===== config.mk =====
export PLATFORM = sky130hd
export DESIGN_NAME = gyro_median_calibrate_and_scale_core_flat
export DESIGN_NICKNAME = d
export VERILOG_FILES = /design/src/hw/rtl/gmcs_pkg.sv /design/src/hw/rtl/gmcs_in_if.sv /design/src/hw/rtl/gmcs_out_if.sv /design/src/hw/rtl/gmcs_front.sv /design/src/hw/rtl/gmcs_queue.sv /design/src/hw/rtl/gmcs_back.sv /design/src/hw/rtl/gyro_median_calibrate_and_scale_core.sv /design/src/flat_wrapper.sv
export SDC_FILE = /design/constraint.sdc
export NUM_CORES = 2
export LEC_CHECK = 0
export ABC_AREA = 1
export BUFFER_PORTS_ARGS = -buffer_cell sky130_fd_sc_hd__buf_2
export CAP_MARGIN = 20
export CORE_ASPECT_RATIO = 1.25
export CORE_UTILIZATION = 60
export CTS_BUF_LIST = sky130_fd_sc_hd__clkbuf_4
export CTS_CLUSTER_SIZE = 20
export DETAILED_ROUTE_END_ITERATION = 8
export PLACE_DENSITY_LB_ADDON = 0.1
export SLEW_MARGIN = 20
export SYNTH_ARGS = -nofsm -noshare
export SYNTH_HDL_FRONTEND = slang
export SYNTH_SLANG_ARGS = --single-unit

===== constraint.sdc =====
create_clock -name clk -period 16 [get_ports clk]
set_input_delay 0.8 -clock clk [delete_from_list [all_inputs] [get_ports clk]]
set_output_delay 0.8 -clock clk [all_outputs]
set_load 0.05 [all_outputs]

===== src/hw/rtl/gmcs_pkg.sv =====
`timescale 1ns / 1ps
// ----------------------------------------------------------------------------
// gmcs_pkg
// Types and constants shared by the gyro median calibrate and scale core.
// ----------------------------------------------------------------------------
package gmcs_pkg;

  localparam int CAL_SAMPLES = 16;
  localparam int NUM_AXES    = 3;
  localparam int WORD_W      = 16;
  localparam int RATE_W      = 12;
  localparam int IDX_W       = (CAL_SAMPLES > 1) ? $clog2(CAL_SAMPLES) : 1;
  localparam int CNT_W       = $clog2(CAL_SAMPLES + 1);
  localparam int QUEUE_DEPTH = 2;
  localparam int QPTR_W      = $clog2(QUEUE_DEPTH);
  localparam int QCNT_W      = $clog2(QUEUE_DEPTH + 1);

  // x / 131 == (x * 64036) >> 23 for 0 <= x <= 32768
  localparam int DIV_MUL_W = 17;
  localparam logic [DIV_MUL_W-1:0] DIV_MUL = 17'd64036;
  localparam int DIV_SHIFT = 23;
  localparam int PROD_W    = WORD_W + DIV_MUL_W;
  localparam int Q_W       = 8;

  localparam int CFG_IDX_W  = 3;
  localparam int CFG_DATA_W = 16;
  localparam logic [CFG_IDX_W-1:0] REG_GYRO_RANGE  = 3'd0;
  localparam logic [CFG_IDX_W-1:0] REG_MAP_WORD0   = 3'd1;
  localparam logic [CFG_IDX_W-1:0] REG_MAP_WORD1   = 3'd2;
  localparam logic [CFG_IDX_W-1:0] REG_MAP_WORD2   = 3'd3;
  localparam logic [CFG_IDX_W-1:0] REG_SKIP_CAL    = 3'd4;
  localparam logic [CFG_IDX_W-1:0] REG_MAN_OFFSET_X = 3'd5;
  localparam logic [CFG_IDX_W-1:0] REG_MAN_OFFSET_Y = 3'd6;
  localparam logic [CFG_IDX_W-1:0] REG_MAN_OFFSET_Z = 3'd7;

  localparam logic [1:0] AXIS_X = 2'd0;
  localparam logic [1:0] AXIS_Y = 2'd1;
  localparam logic [1:0] AXIS_Z = 2'd2;

  localparam logic KIND_COLLECT = 1'b0;
  localparam logic KIND_RESULT  = 1'b1;

  typedef logic [NUM_AXES-1:0][WORD_W-1:0] axes_t;

  typedef struct packed {
    logic [1:0]                gyro_range;
    logic [NUM_AXES-1:0][1:0]  map_word;
    logic                      skip_calibration;
    axes_t                     manual_offset;
  } cfg_t;

  typedef struct packed {
    logic signed [WORD_W-1:0] word_first;
    logic signed [WORD_W-1:0] word_second;
    logic signed [WORD_W-1:0] word_third;
  } in_item_t;

  typedef struct packed {
    logic signed [WORD_W-1:0] corrected_x;
    logic signed [WORD_W-1:0] corrected_y;
    logic signed [WORD_W-1:0] corrected_z;
    logic signed [RATE_W-1:0] rate_x;
    logic signed [RATE_W-1:0] rate_y;
    logic signed [RATE_W-1:0] rate_z;
  } out_item_t;

  typedef struct packed {
    logic             kind;
    logic             last;
    logic [IDX_W-1:0] idx;
    axes_t            axes;
  } q_entry_t;

  typedef struct packed {
    logic     push;
    q_entry_t entry;
  } q_push_t;

  typedef struct packed {
    logic     valid;
    q_entry_t entry;
  } q_head_t;

endpackage


===== src/hw/rtl/gmcs_in_if.sv =====
`timescale 1ns / 1ps
// ----------------------------------------------------------------------------
// gmcs_in_if
// Valid/ready channel carrying one set of raw sensor words per beat.
// ----------------------------------------------------------------------------
interface gmcs_in_if;
  logic               valid;
  logic               ready;
  gmcs_pkg::in_item_t payload;

  modport source (output valid, output payload, input ready);
  modport sink   (input valid, input payload, output ready);
endinterface


===== src/hw/rtl/gmcs_out_if.sv =====
`timescale 1ns / 1ps
// ----------------------------------------------------------------------------
// gmcs_out_if
// Valid/ready channel carrying one corrected, scaled sample per beat.
// ----------------------------------------------------------------------------
interface gmcs_out_if;
  logic                valid;
  logic                ready;
  gmcs_pkg::out_item_t payload;

  modport source (output valid, output payload, input ready);
  modport sink   (input valid, input payload, output ready);
endinterface


===== src/hw/rtl/gmcs_front.sv =====
`timescale 1ns / 1ps
// ----------------------------------------------------------------------------
// gmcs_front
// Accepts sensor beats, routes words to axes and tags each beat as a
// calibration sample or a result sample.
// ----------------------------------------------------------------------------
module gmcs_front (
  input  logic               clk,
  input  logic               rst,
  gmcs_in_if.sink            samples,
  input  gmcs_pkg::cfg_t     cfg,
  input  logic               q_full,
  output gmcs_pkg::q_push_t  q_push
);

  logic [gmcs_pkg::CNT_W-1:0] count;
  logic                       collecting;
  gmcs_pkg::axes_t            routed;
  logic [gmcs_pkg::NUM_AXES-1:0][gmcs_pkg::WORD_W-1:0] words;

  assign words = {samples.payload.word_third, samples.payload.word_second,
                  samples.payload.word_first};

  always_comb begin
    routed = '0;
    for (int i = 0; i < gmcs_pkg::NUM_AXES; i++) begin
      case (cfg.map_word[i])
        gmcs_pkg::AXIS_X: routed[0] = words[i];
        gmcs_pkg::AXIS_Y: routed[1] = words[i];
        gmcs_pkg::AXIS_Z: routed[2] = words[i];
        default: ;
      endcase
    end
  end

  assign collecting = !cfg.skip_calibration &&
                      (count != gmcs_pkg::CNT_W'(gmcs_pkg::CAL_SAMPLES));

  assign samples.ready = !q_full;

  always_comb begin
    q_push.push       = samples.valid && !q_full;
    q_push.entry.kind = collecting ? gmcs_pkg::KIND_COLLECT : gmcs_pkg::KIND_RESULT;
    q_push.entry.last = (count == gmcs_pkg::CNT_W'(gmcs_pkg::CAL_SAMPLES - 1));
    q_push.entry.idx  = count[gmcs_pkg::IDX_W-1:0];
    q_push.entry.axes = routed;
  end

  always_ff @(posedge clk) begin
    if (rst) begin
      count <= '0;
    end else if (q_push.push && collecting) begin
      count <= count + 1'b1;
    end
  end

endmodule


===== src/hw/rtl/gmcs_queue.sv =====
`timescale 1ns / 1ps
// ----------------------------------------------------------------------------
// gmcs_queue
// Short FIFO of tagged beats between the front and the back.
// ----------------------------------------------------------------------------
module gmcs_queue (
  input  logic               clk,
  input  logic               rst,
  input  gmcs_pkg::q_push_t  q_push,
  input  logic               pop,
  output logic               full,
  output gmcs_pkg::q_head_t  head
);

  gmcs_pkg::q_entry_t          ent [gmcs_pkg::QUEUE_DEPTH];
  logic [gmcs_pkg::QPTR_W-1:0] wr_ptr;
  logic [gmcs_pkg::QPTR_W-1:0] rd_ptr;
  logic [gmcs_pkg::QCNT_W-1:0] fill;
  logic                        empty;

  assign empty = (fill == '0);
  assign full  = (fill == gmcs_pkg::QCNT_W'(gmcs_pkg::QUEUE_DEPTH));

  assign head.valid = !empty;
  assign head.entry = ent[rd_ptr];

  always_ff @(posedge clk) begin
    if (q_push.push) begin
      ent[wr_ptr] <= q_push.entry;
    end
  end

  always_ff @(posedge clk) begin
    if (rst) begin
      wr_ptr <= '0;
      rd_ptr <= '0;
      fill   <= '0;
    end else begin
      if (q_push.push) begin
        wr_ptr <= (wr_ptr == gmcs_pkg::QPTR_W'(gmcs_pkg::QUEUE_DEPTH - 1)) ? '0 : wr_ptr + 1'b1;
      end
      if (pop) begin
        rd_ptr <= (rd_ptr == gmcs_pkg::QPTR_W'(gmcs_pkg::QUEUE_DEPTH - 1)) ? '0 : rd_ptr + 1'b1;
      end
      if (q_push.push && !pop) begin
        fill <= fill + 1'b1;
      end else if (pop && !q_push.push) begin
        fill <= fill - 1'b1;
      end
    end
  end

`ifndef ASSERT_OFF
  a_no_overflow: assert property (@(posedge clk) disable iff (rst)
    !(q_push.push && full && !pop))
    else $error("queue push while full");

  a_no_underflow: assert property (@(posedge clk) disable iff (rst)
    !(pop && empty))
    else $error("queue pop while empty");
`endif

endmodule


===== src/hw/rtl/gmcs_back.sv =====
`timescale 1ns / 1ps
// ----------------------------------------------------------------------------
// gmcs_back
// Stores calibration samples, finds the per-axis upper median by rank
// counting, and turns result samples into corrected words and rates.
// ----------------------------------------------------------------------------
module gmcs_back (
  input  logic               clk,
  input  logic               rst,
  input  gmcs_pkg::cfg_t     cfg,
  input  gmcs_pkg::q_head_t  head,
  output logic               pop,
  gmcs_out_if.source         results
);

  localparam logic [2:0] ST_IDLE    = 3'd0;
  localparam logic [2:0] ST_MUL     = 3'd1;
  localparam logic [2:0] ST_OUT     = 3'd2;
  localparam logic [2:0] ST_MED     = 3'd3;
  localparam logic [2:0] ST_MED_END = 3'd4;

  localparam logic [gmcs_pkg::IDX_W-1:0] LAST_IDX = gmcs_pkg::IDX_W'(gmcs_pkg::CAL_SAMPLES - 1);
  localparam logic [gmcs_pkg::IDX_W-1:0] MED_RANK = gmcs_pkg::IDX_W'(gmcs_pkg::CAL_SAMPLES / 2);

  logic [2:0] state;

  gmcs_pkg::axes_t mem [gmcs_pkg::CAL_SAMPLES];
  gmcs_pkg::axes_t rd_i;
  gmcs_pkg::axes_t rd_j;

  logic [gmcs_pkg::IDX_W-1:0] ci;
  logic [gmcs_pkg::IDX_W-1:0] cj;
  logic                       pv;
  logic [gmcs_pkg::IDX_W-1:0] pi;
  logic [gmcs_pkg::IDX_W-1:0] pj;
  logic [gmcs_pkg::NUM_AXES-1:0][gmcs_pkg::IDX_W-1:0] rank;
  logic [gmcs_pkg::NUM_AXES-1:0][gmcs_pkg::IDX_W-1:0] rank_next;

  gmcs_pkg::axes_t bias;
  gmcs_pkg::axes_t offset;

  gmcs_pkg::axes_t                                     corr;
  logic [gmcs_pkg::NUM_AXES-1:0]                       neg;
  logic [gmcs_pkg::NUM_AXES-1:0][gmcs_pkg::WORD_W-1:0] mag;
  logic [gmcs_pkg::NUM_AXES-1:0][gmcs_pkg::Q_W-1:0]    quot;

  gmcs_pkg::axes_t                                     diff;
  logic [gmcs_pkg::NUM_AXES-1:0][gmcs_pkg::PROD_W-1:0] prod;
  logic [gmcs_pkg::NUM_AXES-1:0][gmcs_pkg::RATE_W-1:0] scaled;
  logic [gmcs_pkg::NUM_AXES-1:0][gmcs_pkg::RATE_W-1:0] rate;

  logic out_valid;
  logic out_load;
  gmcs_pkg::out_item_t out_data;

  assign pop      = (state == ST_IDLE) && head.valid;
  assign out_load = (state == ST_OUT) && (!out_valid || results.ready);
  assign offset   = cfg.skip_calibration ? cfg.manual_offset : bias;

  always_comb begin
    for (int a = 0; a < gmcs_pkg::NUM_AXES; a++) begin
      diff[a]   = head.entry.axes[a] - offset[a];
      prod[a]   = gmcs_pkg::PROD_W'(mag[a]) * gmcs_pkg::PROD_W'(gmcs_pkg::DIV_MUL);
      scaled[a] = gmcs_pkg::RATE_W'(quot[a]) << cfg.gyro_range;
      rate[a]   = neg[a] ? -scaled[a] : scaled[a];
    end
  end

  // stable rank: smaller values, plus equal values at lower indexes
  always_comb begin
    for (int a = 0; a < gmcs_pkg::NUM_AXES; a++) begin
      rank_next[a] = ((pj == '0) ? '0 : rank[a]) + gmcs_pkg::IDX_W'(
        ($signed(rd_j[a]) < $signed(rd_i[a])) ||
        ((rd_j[a] == rd_i[a]) && (pj < pi)));
    end
  end

  always_ff @(posedge clk) begin
    if (pop && (head.entry.kind == gmcs_pkg::KIND_COLLECT)) begin
      mem[head.entry.idx] <= head.entry.axes;
    end
    rd_i <= mem[ci];
    rd_j <= mem[cj];
  end

  always_ff @(posedge clk) begin
    if (rst) begin
      state     <= ST_IDLE;
      ci        <= '0;
      cj        <= '0;
      pv        <= 1'b0;
      bias      <= '0;
      out_valid <= 1'b0;
    end else begin
      pv <= 1'b0;
      case (state)
        ST_IDLE: begin
          if (pop) begin
            if (head.entry.kind == gmcs_pkg::KIND_RESULT) begin
              state <= ST_MUL;
            end else if (head.entry.last) begin
              ci    <= '0;
              cj    <= '0;
              state <= ST_MED;
            end
          end
        end
        ST_MUL: begin
          state <= ST_OUT;
        end
        ST_OUT: begin
          if (out_load) begin
            state <= ST_IDLE;
          end
        end
        ST_MED: begin
          pv <= 1'b1;
          if (cj == LAST_IDX) begin
            cj <= '0;
            ci <= ci + 1'b1;
            if (ci == LAST_IDX) begin
              state <= ST_MED_END;
            end
          end else begin
            cj <= cj + 1'b1;
          end
        end
        ST_MED_END: begin
          state <= ST_IDLE;
        end
        default: begin
          state <= ST_IDLE;
        end
      endcase

      if (pv && (pj == LAST_IDX)) begin
        for (int a = 0; a < gmcs_pkg::NUM_AXES; a++) begin
          if (rank_next[a] == MED_RANK) begin
            bias[a] <= rd_i[a];
          end
        end
      end

      if (out_load) begin
        out_valid <= 1'b1;
      end else if (results.ready) begin
        out_valid <= 1'b0;
      end
    end
  end

  always_ff @(posedge clk) begin
    pi   <= ci;
    pj   <= cj;
    rank <= rank_next;
    if (pop) begin
      for (int a = 0; a < gmcs_pkg::NUM_AXES; a++) begin
        corr[a] <= diff[a];
        neg[a]  <= diff[a][gmcs_pkg::WORD_W-1];
        mag[a]  <= diff[a][gmcs_pkg::WORD_W-1] ? -diff[a] : diff[a];
      end
    end
    if (state == ST_MUL) begin
      for (int a = 0; a < gmcs_pkg::NUM_AXES; a++) begin
        quot[a] <= prod[a][gmcs_pkg::DIV_SHIFT +: gmcs_pkg::Q_W];
      end
    end
    if (out_load) begin
      out_data.corrected_x <= corr[0];
      out_data.corrected_y <= corr[1];
      out_data.corrected_z <= corr[2];
      out_data.rate_x      <= rate[0];
      out_data.rate_y      <= rate[1];
      out_data.rate_z      <= rate[2];
    end
  end

  assign results.valid   = out_valid;
  assign results.payload = out_data;

`ifndef ASSERT_OFF
  a_bias_only_in_sweep: assert property (@(posedge clk) disable iff (rst)
    (!$past(rst) && !$stable(bias)) |->
      ($past(state) == ST_MED || $past(state) == ST_MED_END))
    else $error("bias changed outside median sweep");

  a_result_from_out: assert property (@(posedge clk) disable iff (rst)
    (!$past(rst) && $rose(results.valid)) |-> ($past(state) == ST_OUT))
    else $error("result beat raised outside output step");
`endif

endmodule


===== src/hw/rtl/gyro_median_calibrate_and_scale_core.sv =====
`timescale 1ns / 1ps
// ----------------------------------------------------------------------------
// gyro_median_calibrate_and_scale_core
// Gyro bias removal by upper-median calibration, then scaling to deg/s.
// ----------------------------------------------------------------------------
// A result beat passes through the queue, then the back's diff, multiply and
// output steps; the output step waits while a held result is not yet taken,
// and the back pops no new beat until it loads that result. Calibration beats
// are stored from the idle state; the last starts a median sweep over all
// CAL_SAMPLES*CAL_SAMPLES pairs via the memory's two read ports. Reset clears
// configuration, count, bias and queue; the sample memory is not cleared.
// ----------------------------------------------------------------------------
module gyro_median_calibrate_and_scale_core (
  input  logic                              clk,
  input  logic                              rst,
  gmcs_in_if.sink                           samples,
  gmcs_out_if.source                        results,
  input  logic                              cfg_we,
  input  logic [gmcs_pkg::CFG_IDX_W-1:0]    cfg_index,
  input  logic [gmcs_pkg::CFG_DATA_W-1:0]   cfg_data
);

  gmcs_pkg::cfg_t    cfg;
  gmcs_pkg::q_push_t q_push;
  gmcs_pkg::q_head_t head;
  logic              q_full;
  logic              pop;

  always_ff @(posedge clk) begin
    if (rst) begin
      cfg.gyro_range       <= 2'd3;
      cfg.map_word[0]      <= gmcs_pkg::AXIS_X;
      cfg.map_word[1]      <= gmcs_pkg::AXIS_Y;
      cfg.map_word[2]      <= gmcs_pkg::AXIS_Z;
      cfg.skip_calibration <= 1'b0;
      cfg.manual_offset    <= '0;
    end else if (cfg_we) begin
      case (cfg_index)
        gmcs_pkg::REG_GYRO_RANGE:   cfg.gyro_range       <= cfg_data[1:0];
        gmcs_pkg::REG_MAP_WORD0:    cfg.map_word[0]      <= cfg_data[1:0];
        gmcs_pkg::REG_MAP_WORD1:    cfg.map_word[1]      <= cfg_data[1:0];
        gmcs_pkg::REG_MAP_WORD2:    cfg.map_word[2]      <= cfg_data[1:0];
        gmcs_pkg::REG_SKIP_CAL:     cfg.skip_calibration <= cfg_data[0];
        gmcs_pkg::REG_MAN_OFFSET_X: cfg.manual_offset[0] <= cfg_data;
        gmcs_pkg::REG_MAN_OFFSET_Y: cfg.manual_offset[1] <= cfg_data;
        gmcs_pkg::REG_MAN_OFFSET_Z: cfg.manual_offset[2] <= cfg_data;
        default: ;
      endcase
    end
  end

  gmcs_front u_front (
    .clk     (clk),
    .rst     (rst),
    .samples (samples),
    .cfg     (cfg),
    .q_full  (q_full),
    .q_push  (q_push)
  );

  gmcs_queue u_queue (
    .clk    (clk),
    .rst    (rst),
    .q_push (q_push),
    .pop    (pop),
    .full   (q_full),
    .head   (head)
  );

  gmcs_back u_back (
    .clk     (clk),
    .rst     (rst),
    .cfg     (cfg),
    .head    (head),
    .pop     (pop),
    .results (results)
  );

endmodule

===== src/flat_wrapper.sv =====
// flat-port wrapper written by rule: the top's interface ports become plain ports
module gyro_median_calibrate_and_scale_core_flat 
  (clk, rst, cfg_we, cfg_index, cfg_data, samples_valid, samples_payload, samples_ready, results_valid, results_payload, results_ready);
  gmcs_in_if samples_i ();
  gmcs_out_if results_i ();
  input  logic clk;
  input  logic rst;
  input  logic cfg_we;
  input  logic [gmcs_pkg::CFG_IDX_W-1:0] cfg_index;
  input  logic [gmcs_pkg::CFG_DATA_W-1:0] cfg_data;
  input wire logic [$bits(samples_i.valid)-1:0] samples_valid;
  input wire logic [$bits(samples_i.payload)-1:0] samples_payload;
  output wire logic [$bits(samples_i.ready)-1:0] samples_ready;
  output wire logic [$bits(results_i.valid)-1:0] results_valid;
  output wire logic [$bits(results_i.payload)-1:0] results_payload;
  input wire logic [$bits(results_i.ready)-1:0] results_ready;
  assign samples_i.valid = samples_valid;
  assign samples_i.payload = samples_payload;
  assign samples_ready = samples_i.ready;
  assign results_valid = results_i.valid;
  assign results_payload = results_i.payload;
  assign results_i.ready = results_ready;
  gyro_median_calibrate_and_scale_core u_core (.clk(clk), .rst(rst), .samples(samples_i), .results(results_i), .cfg_we(cfg_we), .cfg_index(cfg_index), .cfg_data(cfg_data));
endmodule

==> flow_metrics.env <==
export IMPL_outcome="complete, no violations"
export IMPL_h_tree_depth=5
export IMPL_cp_max_fo=6
export IMPL_grt_max_degree=244
export IMPL_cts_inserted_buffers=339
export IMPL_cts_resized_gates=0
export IMPL_drc=0
export IMPL_die_area_mm2=0.126
export IMPL_drv_cap=0
export IMPL_skew_ps=101
export IMPL_synth_edff_count=1077
export IMPL_rsz0062_at_grt="no"
export IMPL_yosys_area_top_type="edfxtp_1"
export IMPL_synth_seq_cells=1321
export IMPL_drt_first_iter_violations=6723
export IMPL_ios=158
export IMPL_critPathKind="reg -> reg"
export IMPL_worstMarginPinSlew_ps=1210
export IMPL_grt_pass1_vias=57800
export IMPL_postSynthCellCount=7864
export IMPL_fin_nets=8811
export IMPL_numPortBuffers=157
export IMPL_avgSynthCellArea_um2=9.53
export IMPL_wl_um=220000
export IMPL_yosysUniqueCellTypes=62
export IMPL_netlist_area_mm2=0.0750
export IMPL_crit_chain="inv_1 -> fa_1 -> fa_1 -> fa_1 -> fa_1 -> inv_1 -> fa_1 -> inv_1 -> fa_1 -> inv_1 -> ha_1 -> nand2_1 -> nor2_1 -> nand3_1 -> o21ai_0 -> nand2_1 -> nand3_1 -> nand2_1"
export IMPL_clock_tree_root_cell="clkbuf_4"
export IMPL_cp_slowest_cell="fa_1"
export IMPL_critical_path_arrival_ps=6370
export IMPL_hold_class="in -> reg"
export IMPL_drt_first_pass_iters=6
export IMPL_coreArea_mm2=0.124
export IMPL_critPathTopFamily="adder cells"
export IMPL_synth_top_area_share_pct=43.1
export IMPL_wl_per_cell_um=22.1
export IMPL_start_util_pct=60.6
export IMPL_drive_above_1_share_pct=11.2
export IMPL_die_w_um=318
export IMPL_final_area_mm2=0.0817
export IMPL_postLayoutCoreUtil_pct=66.1
export IMPL_row_count=144
export IMPL_postRouteAntennaNets=0
export IMPL_critical_path_most_common_cell="fa_1"
export IMPL_insertion_delay_ps=1330
export IMPL_period_minus_slack_ps=5360
export IMPL_cts_tree="done"
export IMPL_routabilityCongestion=0.946
export IMPL_path_clk_slew_ps=60
export IMPL_ys_seq_area_share_pct=49.7
export IMPL_num_vias=59700
export IMPL_clock_sinks=1321
export IMPL_die_h_um=397
export IMPL_post_route_period_util_pct=33.5
export IMPL_ys_warn_count=0
export IMPL_synth_common_cells="o21ai_0 (1117), edfxtp_1 (1077), inv_1 (1065)"
export IMPL_slew_headroom_pct=19.4
export IMPL_setup_viol=0
export IMPL_synth_async_sr_flop_share_pct=0
export IMPL_fmax_ghz=0.186
export IMPL_grtUsageTotal_pct=34.5
export IMPL_syn_to_final_growth_pct=9.00
export IMPL_worstPathRequired_ps=17010
export IMPL_yosysMostFrequentCell="o21ai_0"
export IMPL_hold_viol=0
export IMPL_antenna_found_initial=11
export IMPL_globalRouteOverflowTotal=0
export IMPL_synthesis_nets=8575
export IMPL_tns_ps=0
export IMPL_cts_buffer_depth=4
export IMPL_drv_slew=0
export IMPL_placed_cell_area_mm2=0.0768
export IMPL_postCtsHoldBufs=66
export IMPL_crit_path_start_kind="flip-flop"
export IMPL_hpwl_um=140000
export IMPL_ys_flop_type="edfxtp_1"
export IMPL_post_cts_buffers=0
export IMPL_grt_first_pass_wirelength_um=330000
export IMPL_via_per_inst=5.99
export IMPL_path_buf_inv=4
export IMPL_cp_end_kind="flip-flop"
export IMPL_slowest_delay_ps=530
export IMPL_fill_cells=9993
export IMPL_synth_area_leaders="edfxtp_1 (43%), o21ai_0 (7.5%), ha_1 (7.1%)"
==> layer usage <==
layer | up-vias | part of all wire (%) | track usage (%)
met5 | - | 0.021 | 0
met4 | 8 | 6.8 | 22.8
met3 | 746 | 9.5 | 6.52
met2 | 3061 | 48 | 57.7
met1 | 28200 | 36 | 40.7
li1 | 27700 | - | -
==> sequential cells by signal (all words and copies together), names as in the netlist, 12 cells and up, named ones only <==
register                       count
u_core.u_queue.ent               108
u_core.u_back.bias                48
u_core.u_back.corr                46
u_core.u_back.results.payload     84
u_core.u_back.mem                768
u_core.u_back.quot                24
u_core.u_back.rd_i                48
u_core.u_back.rank                12
u_core.u_back.rd_j                48
u_core.cfg                        57
u_core.u_back.mag                 45
==> final timing paths <==
| path | from | to | slack (ps) | depth (start not counted) |
|---|---|---|---|---|
| worst max register to register | u_core.u_back.mag[19] | u_core.u_back.quot[11] | 10640 | 18 |
| worst max-delay path | u_core.u_back.mag[19] | u_core.u_back.quot[11] | 10640 | 18 |
| worst min register to register | u_core.u_back.ci[3] | u_core.u_back.pi[3] | 350 | 0 |
| worst min-delay path | samples_payload[4] | u_core.u_queue.ent[1][20] | 100 | 3 |
==> tightest hold or removal path, cell delays in order <==
cell     delay, ps
buf_2          110
inv_1           80
o21ai_0        190
==> logic make-up after synthesis <==
| logic type | count (synthesis) | share of synthesized area, % |
|---|---|---|
| xor+xnor | 90 | 1.12 |
| buf+inv | 1479 | 7.73 |
| mux | 85 | 1.21 |
| fa+ha+maj | 639 | 12.8 |
| simple gates | 2092 | 11.7 |
| compound gates | 2158 | 15.7 |
| flops | 1321 | 49.7 |
==> final cells by class <==
cell class	instances	area (um2)	area share, %
inverter	1086	4080	5.00
sequential	1321	37300	45.6
clock inverter	103	563	0.689
multi-input combinational	5064	32100	39.3
timing repair buffer	288	1980	2.42
clock buffer	492	3690	4.52
tap	1606	2010	2.46
antenna	7	17.5	0.0214
==> cell usage in the layout (no fill, tap or decap), types with 42 or more instances in the layout <==
cell and instances:
nor3_1 45, o21ai_1 78, fa_1 213, buf_2 157, buf_4 61, o21ai_0 1115, nor2_1 602, inv_1 1061
nand2_1 941, nand4_1 45, o211ai_1 269, mux2_2 42, clkbuf_4 492, nand3_1 341, dfxtp_1 234, dlygate4sd3_1 66
ha_1 426, clkinv_1 84, a21oi_1 586, edfxtp_1 1077, mux2i_1 43, xor2_1 55
==> metrics by stage <==
stage               cells  hold WS, ps  worst slack, ps
detailed placement   9299          405            10640
finish               9967         98.1            10640
global route         9964         72.4            10360
floorplan            7864          329             6420
CTS                  9960         6.24            10620
global placement     9299          402            10610
Power is not shown: default switching activity piles up to over one toggle a cycle in this logic, so the estimate is an artifact.
